--- src/sv/rcfp_pkg.sv ---
// Shared types, codes and constants of the relay command frame parser.
// Depends on nothing; every other file of the block refers to it by scoped names.
`timescale 1ns / 1ps

package rcfp_pkg;

  localparam int RELAY_COUNT_DEFAULT = 3;
  localparam int OUT_RELAY_W = 3;

  localparam logic [7:0] FRAME_PREFIX  = 8'hA0;
  localparam logic [7:0] CMD_SET_LEVEL = 8'hFE;
  localparam logic [7:0] CMD_ALL       = 8'hFF;

  typedef enum logic [1:0] {
    PH_PREFIX = 2'd0,
    PH_TARGET = 2'd1,
    PH_SWITCH = 2'd2,
    PH_SUM    = 2'd3
  } phase_t;

  typedef enum logic [2:0] {
    ST_TAKEN      = 3'd0,
    ST_APPLIED    = 3'd1,
    ST_BAD_PREFIX = 3'd2,
    ST_BAD_RELAY  = 3'd3,
    ST_BAD_ONOFF  = 3'd4,
    ST_BAD_SUM    = 3'd5
  } status_t;

  typedef struct packed {
    logic [OUT_RELAY_W-1:0] relay_drive;
    logic [OUT_RELAY_W-1:0] relay_on;
    logic                   level_now;
    status_t                status;
  } result_t;

endpackage

--- src/sv/rcfp_if.sv ---
// Valid/ready channel interfaces for received bytes and for per-byte results.
// Depends on rcfp_pkg for the result field widths.
`timescale 1ns / 1ps

interface rcfp_in_if;
  logic       valid;
  logic       ready;
  logic [7:0] rx_byte;

  modport source (output valid, output rx_byte, input ready);
  modport sink (input valid, input rx_byte, output ready);
endinterface

interface rcfp_out_if;
  logic                            valid;
  logic                            ready;
  logic [rcfp_pkg::OUT_RELAY_W-1:0] relay_drive;
  logic [rcfp_pkg::OUT_RELAY_W-1:0] relay_on;
  logic                            level_now;
  logic [2:0]                      status;

  modport source (output valid, output relay_drive, output relay_on, output level_now,
                  output status, input ready);
  modport sink (input valid, input relay_drive, input relay_on, input level_now,
                input status, output ready);
endinterface

--- src/sv/relay_command_frame_parser_top.sv ---
// Each result is registered on acceptance; one byte per cycle is taken while the buffer has space.
// The parser step is a single register-to-register pass; a two-entry result buffer keeps
// input ready high while one result waits, so bytes stream back to back while the consumer
// keeps up. Under a longer output stall the input stops once two results are waiting.
// Reset (rst, synchronous, active high) restarts parsing at the prefix, turns all relays off,
// selects active-high drive, sets the first relay number to one and empties the result buffer.
`timescale 1ns / 1ps

// Top level of the relay command frame parser.
// Each accepted byte transaction advances the four-byte frame parser by one step and
// produces exactly one result transaction: relay pin levels, logical relay states,
// the active drive level and a status code. Frames are prefix, target, on/off value
// and an 8-bit sum checksum of the first three bytes. A target of all ones switches
// every relay; the target just below it sets the drive level and turns all relays off.
// The configuration register holds the number that addresses relay zero in frames.
module relay_command_frame_parser_top #(
  parameter int RELAY_COUNT = rcfp_pkg::RELAY_COUNT_DEFAULT
) (
  input  logic        clk,
  input  logic        rst,
  input  logic        cfg_we,
  input  logic        cfg_wdata,
  rcfp_in_if.sink     rx,
  rcfp_out_if.source  resp
);

  // A byte is accepted whenever the result buffer has a free entry.
  logic              in_fire;
  logic              space;
  rcfp_pkg::result_t step_result;

  assign rx.ready = space;
  assign in_fire  = rx.valid && rx.ready;

  // The parser holds all frame state and computes the result from the incoming byte.
  rcfp_parser #(
    .RELAY_COUNT (RELAY_COUNT)
  ) u_parser (
    .clk       (clk),
    .rst       (rst),
    .cfg_we    (cfg_we),
    .cfg_wdata (cfg_wdata),
    .in_fire   (in_fire),
    .rx_byte   (rx.rx_byte),
    .result    (step_result)
  );

  // The buffer registers each result and presents it until the consumer takes it.
  rcfp_out_buf u_out_buf (
    .clk       (clk),
    .rst       (rst),
    .push      (in_fire),
    .push_data (step_result),
    .space     (space),
    .resp      (resp)
  );

endmodule

--- src/sv/rcfp_parser.sv ---
// Frame parser: parse phase, held frame fields, relay states, drive level and config.
// Depends on rcfp_pkg; computes one result per accepted byte.
`timescale 1ns / 1ps

module rcfp_parser #(
  parameter int RELAY_COUNT = rcfp_pkg::RELAY_COUNT_DEFAULT
) (
  input  logic              clk,
  input  logic              rst,
  input  logic              cfg_we,
  input  logic              cfg_wdata,
  input  logic              in_fire,
  input  logic [7:0]        rx_byte,
  output rcfp_pkg::result_t result
);

  rcfp_pkg::phase_t       phase, phase_next;
  logic                   first_relay;
  logic [7:0]             held_target, held_target_next;
  logic                   held_switch, held_switch_next;
  logic [RELAY_COUNT-1:0] relay_states, relay_states_next;
  logic                   drive_level, drive_level_next;
  rcfp_pkg::status_t      status;

  logic [7:0]             checksum;
  logic [7:0]             held_offset;
  logic [RELAY_COUNT-1:0] held_bit;
  logic                   byte_target_ok;
  logic                   held_target_ok;
  logic [RELAY_COUNT-1:0] drive_full;

  function automatic logic target_ok(input logic [7:0] t, input logic frn);
    logic [7:0] offs;
    offs = t - {7'd0, frn};
    return (t == rcfp_pkg::CMD_ALL) || (t == rcfp_pkg::CMD_SET_LEVEL) ||
           ((t >= {7'd0, frn}) && (offs < 8'(RELAY_COUNT)));
  endfunction

  assign byte_target_ok = target_ok(rx_byte, first_relay);
  assign held_target_ok = target_ok(held_target, first_relay);
  assign checksum       = rcfp_pkg::FRAME_PREFIX + held_target + {7'd0, held_switch};
  assign held_offset    = held_target - {7'd0, first_relay};

  always_comb begin
    for (int i = 0; i < RELAY_COUNT; i++) begin
      held_bit[i] = (held_offset[2:0] == 3'(i));
    end
  end

  // Next parse phase.
  always_comb begin
    phase_next = phase;
    unique case (phase)
      rcfp_pkg::PH_PREFIX: begin
        if (rx_byte == rcfp_pkg::FRAME_PREFIX) phase_next = rcfp_pkg::PH_TARGET;
      end
      rcfp_pkg::PH_TARGET: begin
        phase_next = byte_target_ok ? rcfp_pkg::PH_SWITCH : rcfp_pkg::PH_PREFIX;
      end
      rcfp_pkg::PH_SWITCH: begin
        phase_next = (rx_byte <= 8'd1) ? rcfp_pkg::PH_SUM : rcfp_pkg::PH_PREFIX;
      end
      rcfp_pkg::PH_SUM: begin
        phase_next = rcfp_pkg::PH_PREFIX;
      end
    endcase
  end

  // Held fields, relay updates and status for the byte at the input.
  always_comb begin
    held_target_next  = held_target;
    held_switch_next  = held_switch;
    relay_states_next = relay_states;
    drive_level_next  = drive_level;
    status            = rcfp_pkg::ST_TAKEN;
    unique case (phase)
      rcfp_pkg::PH_PREFIX: begin
        if (rx_byte != rcfp_pkg::FRAME_PREFIX) status = rcfp_pkg::ST_BAD_PREFIX;
      end
      rcfp_pkg::PH_TARGET: begin
        if (byte_target_ok) held_target_next = rx_byte;
        else status = rcfp_pkg::ST_BAD_RELAY;
      end
      rcfp_pkg::PH_SWITCH: begin
        if (rx_byte <= 8'd1) held_switch_next = rx_byte[0];
        else status = rcfp_pkg::ST_BAD_ONOFF;
      end
      rcfp_pkg::PH_SUM: begin
        if (rx_byte != checksum) begin
          status = rcfp_pkg::ST_BAD_SUM;
        end else if (!held_target_ok) begin
          // The base relay number may have moved since the target byte arrived.
          status = rcfp_pkg::ST_BAD_RELAY;
        end else begin
          status = rcfp_pkg::ST_APPLIED;
          if (held_target == rcfp_pkg::CMD_ALL) begin
            relay_states_next = held_switch ? '1 : '0;
          end else if (held_target == rcfp_pkg::CMD_SET_LEVEL) begin
            drive_level_next  = held_switch;
            relay_states_next = '0;
          end else if (held_switch) begin
            relay_states_next = relay_states | held_bit;
          end else begin
            relay_states_next = relay_states & ~held_bit;
          end
        end
      end
    endcase
  end

  assign drive_full = drive_level_next ? relay_states_next : ~relay_states_next;

  // Relays beyond the visible output width are dropped; unused bits read as zero.
  always_comb begin
    result.relay_drive = '0;
    result.relay_on    = '0;
    for (int i = 0; i < rcfp_pkg::OUT_RELAY_W; i++) begin
      if (i < RELAY_COUNT) begin
        result.relay_drive[i] = drive_full[i % RELAY_COUNT];
        result.relay_on[i]    = relay_states_next[i % RELAY_COUNT];
      end
    end
    result.level_now = drive_level_next;
    result.status    = status;
  end

  always_ff @(posedge clk) begin
    if (rst) begin
      phase        <= rcfp_pkg::PH_PREFIX;
      first_relay  <= 1'b1;
      held_target  <= 8'd0;
      held_switch  <= 1'b0;
      relay_states <= '0;
      drive_level  <= 1'b1;
    end else begin
      if (cfg_we) first_relay <= cfg_wdata;
      if (in_fire) begin
        phase        <= phase_next;
        held_target  <= held_target_next;
        held_switch  <= held_switch_next;
        relay_states <= relay_states_next;
        drive_level  <= drive_level_next;
      end
    end
  end

`ifndef SYNTHESIS
  a_sum_returns_to_prefix: assert property (@(posedge clk) disable iff (rst)
    in_fire && (phase == rcfp_pkg::PH_SUM) |=> phase == rcfp_pkg::PH_PREFIX)
    else $error("parser did not restart after checksum byte");
  a_reject_restarts: assert property (@(posedge clk) disable iff (rst)
    in_fire && (status != rcfp_pkg::ST_TAKEN) |=> phase == rcfp_pkg::PH_PREFIX)
    else $error("parser did not restart after rejected byte or applied frame");
  a_relays_hold_when_idle: assert property (@(posedge clk) disable iff (rst)
    !in_fire |=> $stable(relay_states) && $stable(drive_level))
    else $error("relay state changed without an accepted byte");
`endif

endmodule

--- src/sv/rcfp_out_buf.sv ---
// Two-entry result buffer that decouples the parser from a stalling consumer.
// Depends on rcfp_pkg for the result type and on rcfp_out_if for the output channel.
`timescale 1ns / 1ps

module rcfp_out_buf (
  input  logic              clk,
  input  logic              rst,
  input  logic              push,
  input  rcfp_pkg::result_t push_data,
  output logic              space,
  rcfp_out_if.source        resp
);

  rcfp_pkg::result_t entries [2];
  logic              wr_ptr;
  logic              rd_ptr;
  logic [1:0]        count;
  logic              pop;
  rcfp_pkg::result_t head;

  assign pop   = resp.valid && resp.ready;
  assign space = (count != 2'd2);
  assign head  = entries[rd_ptr];

  assign resp.valid       = (count != 2'd0);
  assign resp.relay_drive = head.relay_drive;
  assign resp.relay_on    = head.relay_on;
  assign resp.level_now   = head.level_now;
  assign resp.status      = head.status;

  always_ff @(posedge clk) begin
    if (push) entries[wr_ptr] <= push_data;
  end

  always_ff @(posedge clk) begin
    if (rst) begin
      wr_ptr <= 1'b0;
      rd_ptr <= 1'b0;
      count  <= 2'd0;
    end else begin
      if (push) wr_ptr <= ~wr_ptr;
      if (pop) rd_ptr <= ~rd_ptr;
      count <= count + {1'b0, push} - {1'b0, pop};
    end
  end

`ifndef SYNTHESIS
  a_count_bound: assert property (@(posedge clk) disable iff (rst)
    count <= 2'd2)
    else $error("result buffer overflow");
  a_push_only_grows: assert property (@(posedge clk) disable iff (rst)
    push && !pop |=> count == $past(count) + 2'd1)
    else $error("result buffer lost an entry");
  a_pop_only_shrinks: assert property (@(posedge clk) disable iff (rst)
    pop && !push |=> count == $past(count) - 2'd1)
    else $error("result buffer count wrong after pop");
`endif

endmodule

--- src/flat_wrapper.sv ---
// flat-port wrapper written by rule: the top's interface ports become plain ports
module relay_command_frame_parser_top_flat 
#(
  parameter int RELAY_COUNT = rcfp_pkg::RELAY_COUNT_DEFAULT
)
  (clk, rst, cfg_we, cfg_wdata, rx_valid, rx_rx_byte, rx_ready, resp_valid, resp_relay_drive, resp_relay_on, resp_level_now, resp_status, resp_ready);
  rcfp_in_if rx_i ();
  rcfp_out_if resp_i ();
  input  logic clk;
  input  logic rst;
  input  logic cfg_we;
  input  logic cfg_wdata;
  input wire logic [$bits(rx_i.valid)-1:0] rx_valid;
  input wire logic [$bits(rx_i.rx_byte)-1:0] rx_rx_byte;
  output wire logic [$bits(rx_i.ready)-1:0] rx_ready;
  output wire logic [$bits(resp_i.valid)-1:0] resp_valid;
  output wire logic [$bits(resp_i.relay_drive)-1:0] resp_relay_drive;
  output wire logic [$bits(resp_i.relay_on)-1:0] resp_relay_on;
  output wire logic [$bits(resp_i.level_now)-1:0] resp_level_now;
  output wire logic [$bits(resp_i.status)-1:0] resp_status;
  input wire logic [$bits(resp_i.ready)-1:0] resp_ready;
  assign rx_i.valid = rx_valid;
  assign rx_i.rx_byte = rx_rx_byte;
  assign rx_ready = rx_i.ready;
  assign resp_valid = resp_i.valid;
  assign resp_relay_drive = resp_i.relay_drive;
  assign resp_relay_on = resp_i.relay_on;
  assign resp_level_now = resp_i.level_now;
  assign resp_status = resp_i.status;
  assign resp_i.ready = resp_ready;
  relay_command_frame_parser_top #(.RELAY_COUNT(RELAY_COUNT)) u_core (.clk(clk), .rst(rst), .cfg_we(cfg_we), .cfg_wdata(cfg_wdata), .rx(rx_i), .resp(resp_i));
endmodule
--- config.mk ---
export PLATFORM = sky130hd
export DESIGN_NAME = relay_command_frame_parser_top_flat
export DESIGN_NICKNAME = d
export VERILOG_FILES = /design/src/sv/rcfp_pkg.sv /design/src/sv/rcfp_if.sv /design/src/sv/relay_command_frame_parser_top.sv /design/src/sv/rcfp_parser.sv /design/src/sv/rcfp_out_buf.sv /design/src/flat_wrapper.sv
export SDC_FILE = /design/constraint.sdc
export NUM_CORES = 1
export LEC_CHECK = 0
export BUFFER_PORTS_ARGS = -buffer_cell sky130_fd_sc_hd__buf_2
export CAP_MARGIN = 20
export CORE_MARGIN = 10
export CORE_UTILIZATION = 52
export DETAILED_ROUTE_END_ITERATION = 12
export GPL_ROUTABILITY_DRIVEN = 0
export PLACE_DENSITY = 0.76
export REMOVE_ABC_BUFFERS = 1
export SLEW_MARGIN = 20
export SYNTH_ARGS = -nofsm -noshare
export SYNTH_HDL_FRONTEND = slang
export SYNTH_SLANG_ARGS = --single-unit
--- constraint.sdc ---
create_clock -name clk -period 2.85 [get_ports clk]
set_input_delay 0.57 -clock clk [delete_from_list [all_inputs] [get_ports clk]]
set_output_delay 0.57 -clock clk [all_outputs]
set_load 0.02 [all_outputs]
==> summary.md <==
| Metric | Value |
|---|---|
| Remaining DRCs | 0 |
| Hold Path Stages | 3 |
| Cell chain of the critical path | ha_4, ha_4, xor2_1, or4_4, nor4_4, and4bb_1, buf_6, mux2_4, xor2_2 |
| Final number of setup-violating endpoints | 0 |
| Slew headroom | 68.39% |
| Clock Power Share | 29.6% |
| Clock Latency Late Sink | 0.29 ns |
| Die Y-Extent | 87.08 um |
| Final Routed Wirelength | 4683 um |
| First-pass GRT wire length | 8355 um |
| H-tree levels | 2 |
| CTS buffer count | 5 |
| DP HPWL | 3467 um |
| Share of the synthesized area in the top cell type | 25.67% |
| Routed met1 length | 1981 um |
| Final slew viol count | 0 |
| Netlist cell types | 47 |
| CP peak stage delay | 0.53 ns |
| Post-synth EDFFs | 20 |
| Post-Synthesis Cells | 225 |
| Status | finished, final reports clean |
| Fin crit share | 98.12% |
| Yosys top cell by area | edfxtp_1 |
| Int Power | 0.001102 W |
| Pin count of the biggest net entering global routing | 21 |
| Syn_area_per_cell | 10.40 sq um |
| WP data arrival | 2.83 ns |
| Net Sw Power | 0.0004360 W |
| Slowest CP cell | or4_4 |
| Synth warn | 0 |
| Initial Utilization | 53.74% |
| Layout Nets | 283 |
| Area of the mapped netlist | 2340 sq um |
| Hold WC Path Type | input pin to flip-flop |
| Worst R2R Path Depth | 9 |
| Clk slew on worst S/H paths | 0.08 ns |
| Vias/cell | 5.621 |
| Synthesis-stage register bit count | 41 |
| DP Cell Count | 303 |
| Seq pwr share | 46.7% |
| CP Launch Type | flip-flop |
| DIE WIDTH | 87.08 um |
| Multi-input gate area | 1237 sq um |
| DR vias | 1,765 |
| Clk sinks | 41 |
| Non-Filler Instances | 314 |
| Row Count | 24 |
| Critical path type | flip-flop to flip-flop |
| Total track usage | 13.31% |
| Met2 wire length | 2383 um |
| Critical path's most frequent cell | ha_4 |
| Endpoints failing hold | 0 |
| Logic gate share of total power | 23.7% |
| Post-route ant nets | 0 |
| Most frequent cells in the layout | buf_2 (25), nor2_1 (22), edfxtp_1 (20), dfxtp_1 (19), buf_4 (18) |
| Drt first-iter violations | 90 |
| Vias in the first global route | 1,817 |
| Antenna cells | 0 |
| Min Tclk post-route | 2.796 ns |
| Highest Clock Rate | 357.6 MHz |
| CP endpoint kind | flip-flop |
| Most common cell after layout, fill and taps aside | buf_2 |
| Slew @ Worst Pin | 0.4742 ns |
| Core box area | 4354 sq um |
| Worst Skew | 0.01048 ns |
| Met3 WL | 242 um |
| I/O pin cnt | 26 |
| RSZ-0062 raised after global routing | yes |
| Root buf cell | clkbuf_8 |
| Cell area power density | 560.9 nW/um^2 |
| Max Used Layer | met4 |
| Setup Total Neg Slack | 0 ns |
| Sw frac | 28.36% |
| Synthesis-to-layout area growth | 17.17% |
| Critical Path RT | 2.88 ns |
| Total gr overflow | 0 |
| Clock Path Buffers | 2 |
| WL/cell | 14.91 um |
| Total power draw | 0.001538 W |
| Share of cells above drive strength 1 | 30.15% |
| Total Die Area | 7583 sq um |
| CTS tree | built |
| Reg2Reg Setup Slack | 0.05 ns |
| CP max FO | 5 |
| Number of port buffers | 25 |
| Drt pass-1 iters | 4 |
| Post-DP Area | 2559 sq um |
| Seq/Total Area, Yosys | 43.64% |
| Filler cells | 361 |
| Final Instance Area | 2741 sq um |
| Antenna violations before repair | 0 |
| Top FF cell, synth | dfxtp_1 |
| Sequential Area | 1023 sq um |
| Max Cap Viol | 0 |
| Lkg Pwr | 1.109 nW |
| Synth top area cells | edfxtp_1 (26%), dfxtp_1 (18%), mux2_2 (4.8%) |
| Share of synthesized flip-flops with an asynchronous set or reset | 0% |
| Worst vdd ir | 0.2058 mV |
[state kept, by name, summed over array words and instances, names as in the netlist, named ones only]
register / cells
u_core.u_parser.drive_level: 1
u_core.u_parser.held_switch: 1
u_core.u_out_buf.entries: 20
u_core.u_out_buf.wr_ptr: 1
u_core.u_out_buf.rd_ptr: 1
u_core.u_parser.relay_states: 3
u_core.u_out_buf.count: 2
u_core.u_parser.held_target: 8
u_core.u_parser.first_relay: 1
u_core.u_parser.phase: 2
[final cells by class]
cell class                      count  share of cell area (%)
Inverter                            9                   1.232
Timing Repair Buffer               44                   9.904
Clock buffer                        5                   2.510
Multi-Input combinational cell    160                   45.14
Tap cell                           52                   2.373
Sequential cell                    41                   37.33
Clock inverter                      3                   1.506
[worst max-delay path: cells and delay by family, from the launching register on]
| family | cells | cell delay [ns] |
|---|---|---|
| simple gates | 3 | 1.03 |
| buf+inv | 1 | 0.14 |
| mux | 1 | 0.32 |
| xor+xnor | 2 | 0.32 |
| flops | 1 | 0.35 |
| fa+ha+maj | 2 | 0.38 |
[metrics by stage]
| step | util, % | hold slack [ns] | setup WS, ns |
|---|---|---|---|
| 2_1_floorplan | - | 0.4737 | -0.07685 |
| 3_3_place_gp | 58.76 | 0.4956 | 0.006486 |
| 3_5_place_dp | 58.76 | 0.5133 | -0.06991 |
| 4_1_cts | 62.70 | 0.4952 | 0.01952 |
| 5_1_grt | 62.96 | 0.5060 | -0.01279 |
| 6_report | 62.96 | 0.4988 | 0.05370 |
[layer usage]
layer  global-route usage [%]  vias to the layer above
li1                         -                      885
met1                    15.29                      835
met3                    3.558                        8
met5                        0                        -
met2                    23.25                       37
met4                    4.271                        0
[repair_timing]
item / 4_1_cts / 5_1_grt
hold buffers: 0 / 0
pin swaps: 2 / 1
gates resized for setup: 7 / 2
endpoints found under the setup margin: 6 / 8
buffers inserted: 3 / 0
[final timing paths]
| check | end | start |
|---|---|---|
| min reg2reg | flip-flop | u_core.u_out_buf.rd_ptr |
| max | u_core.u_out_buf.entries[0][7] | u_core.u_parser.held_switch |
| max reg2reg | u_core.u_out_buf.entries[0][7] | u_core.u_parser.held_switch |
| min | u_core.u_parser.first_relay | cfg_wdata |
[cell families (layout without fill, tap and decap cells)]
kind of cell	after synthesis	after routing	share of synthesized area (%)
XOR/XNOR	17	17	6.364
multiplexers	24	24	11.98
flip-flops	41	41	43.64
adder cells (fa/ha/maj)	8	8	4.278
buffers and inverters	24	61	5.347
AND/OR/NAND/NOR	79	79	19.20
AO/OA/AOI/OAI	32	32	9.198
[synth_stat cells (all sizes together) (2+ instances only)]
| library cell | number |
|---|---|
| xnor2 | 8 |
| or4 | 3 |
| edfxtp | 20 |
| nor2 | 22 |
| a41oi | 2 |
| a31oi | 3 |
| nand3 | 9 |
| nor2b | 3 |
| or2 | 3 |
| nand2b | 3 |
| nand2 | 7 |
| and2 | 3 |
| a211oi | 3 |
| o21ai | 7 |
| nor3b | 2 |
| clkbuf | 9 |
| a21oi | 7 |
| nor4 | 2 |
| nor3 | 10 |
| o31ai | 4 |
| mux2 | 13 |
| nand3b | 5 |
| dfxtp | 21 |
| xor2 | 9 |
| inv | 8 |
| mux2i | 11 |
| a32o | 3 |
| buf | 6 |
| ha | 8 |
| nand4 | 2 |
[power groups by stage]
stage | combinational, W | clock, W | sequential [W]
3_3_place_gp | 0.000364 | 0 | 0.000731
3_5_place_dp | 0.000369 | 0 | 0.000734
2_1_floorplan | 0.000255 | 0 | 0.000722
4_1_cts | 0.000372 | 0.000469 | 0.000721
6_report | 0.000364 | 0.000455 | 0.000719
5_1_grt | 0.000401 | 0.000491 | 0.000730
Note: power is estimated with default switching activity, not from simulation.
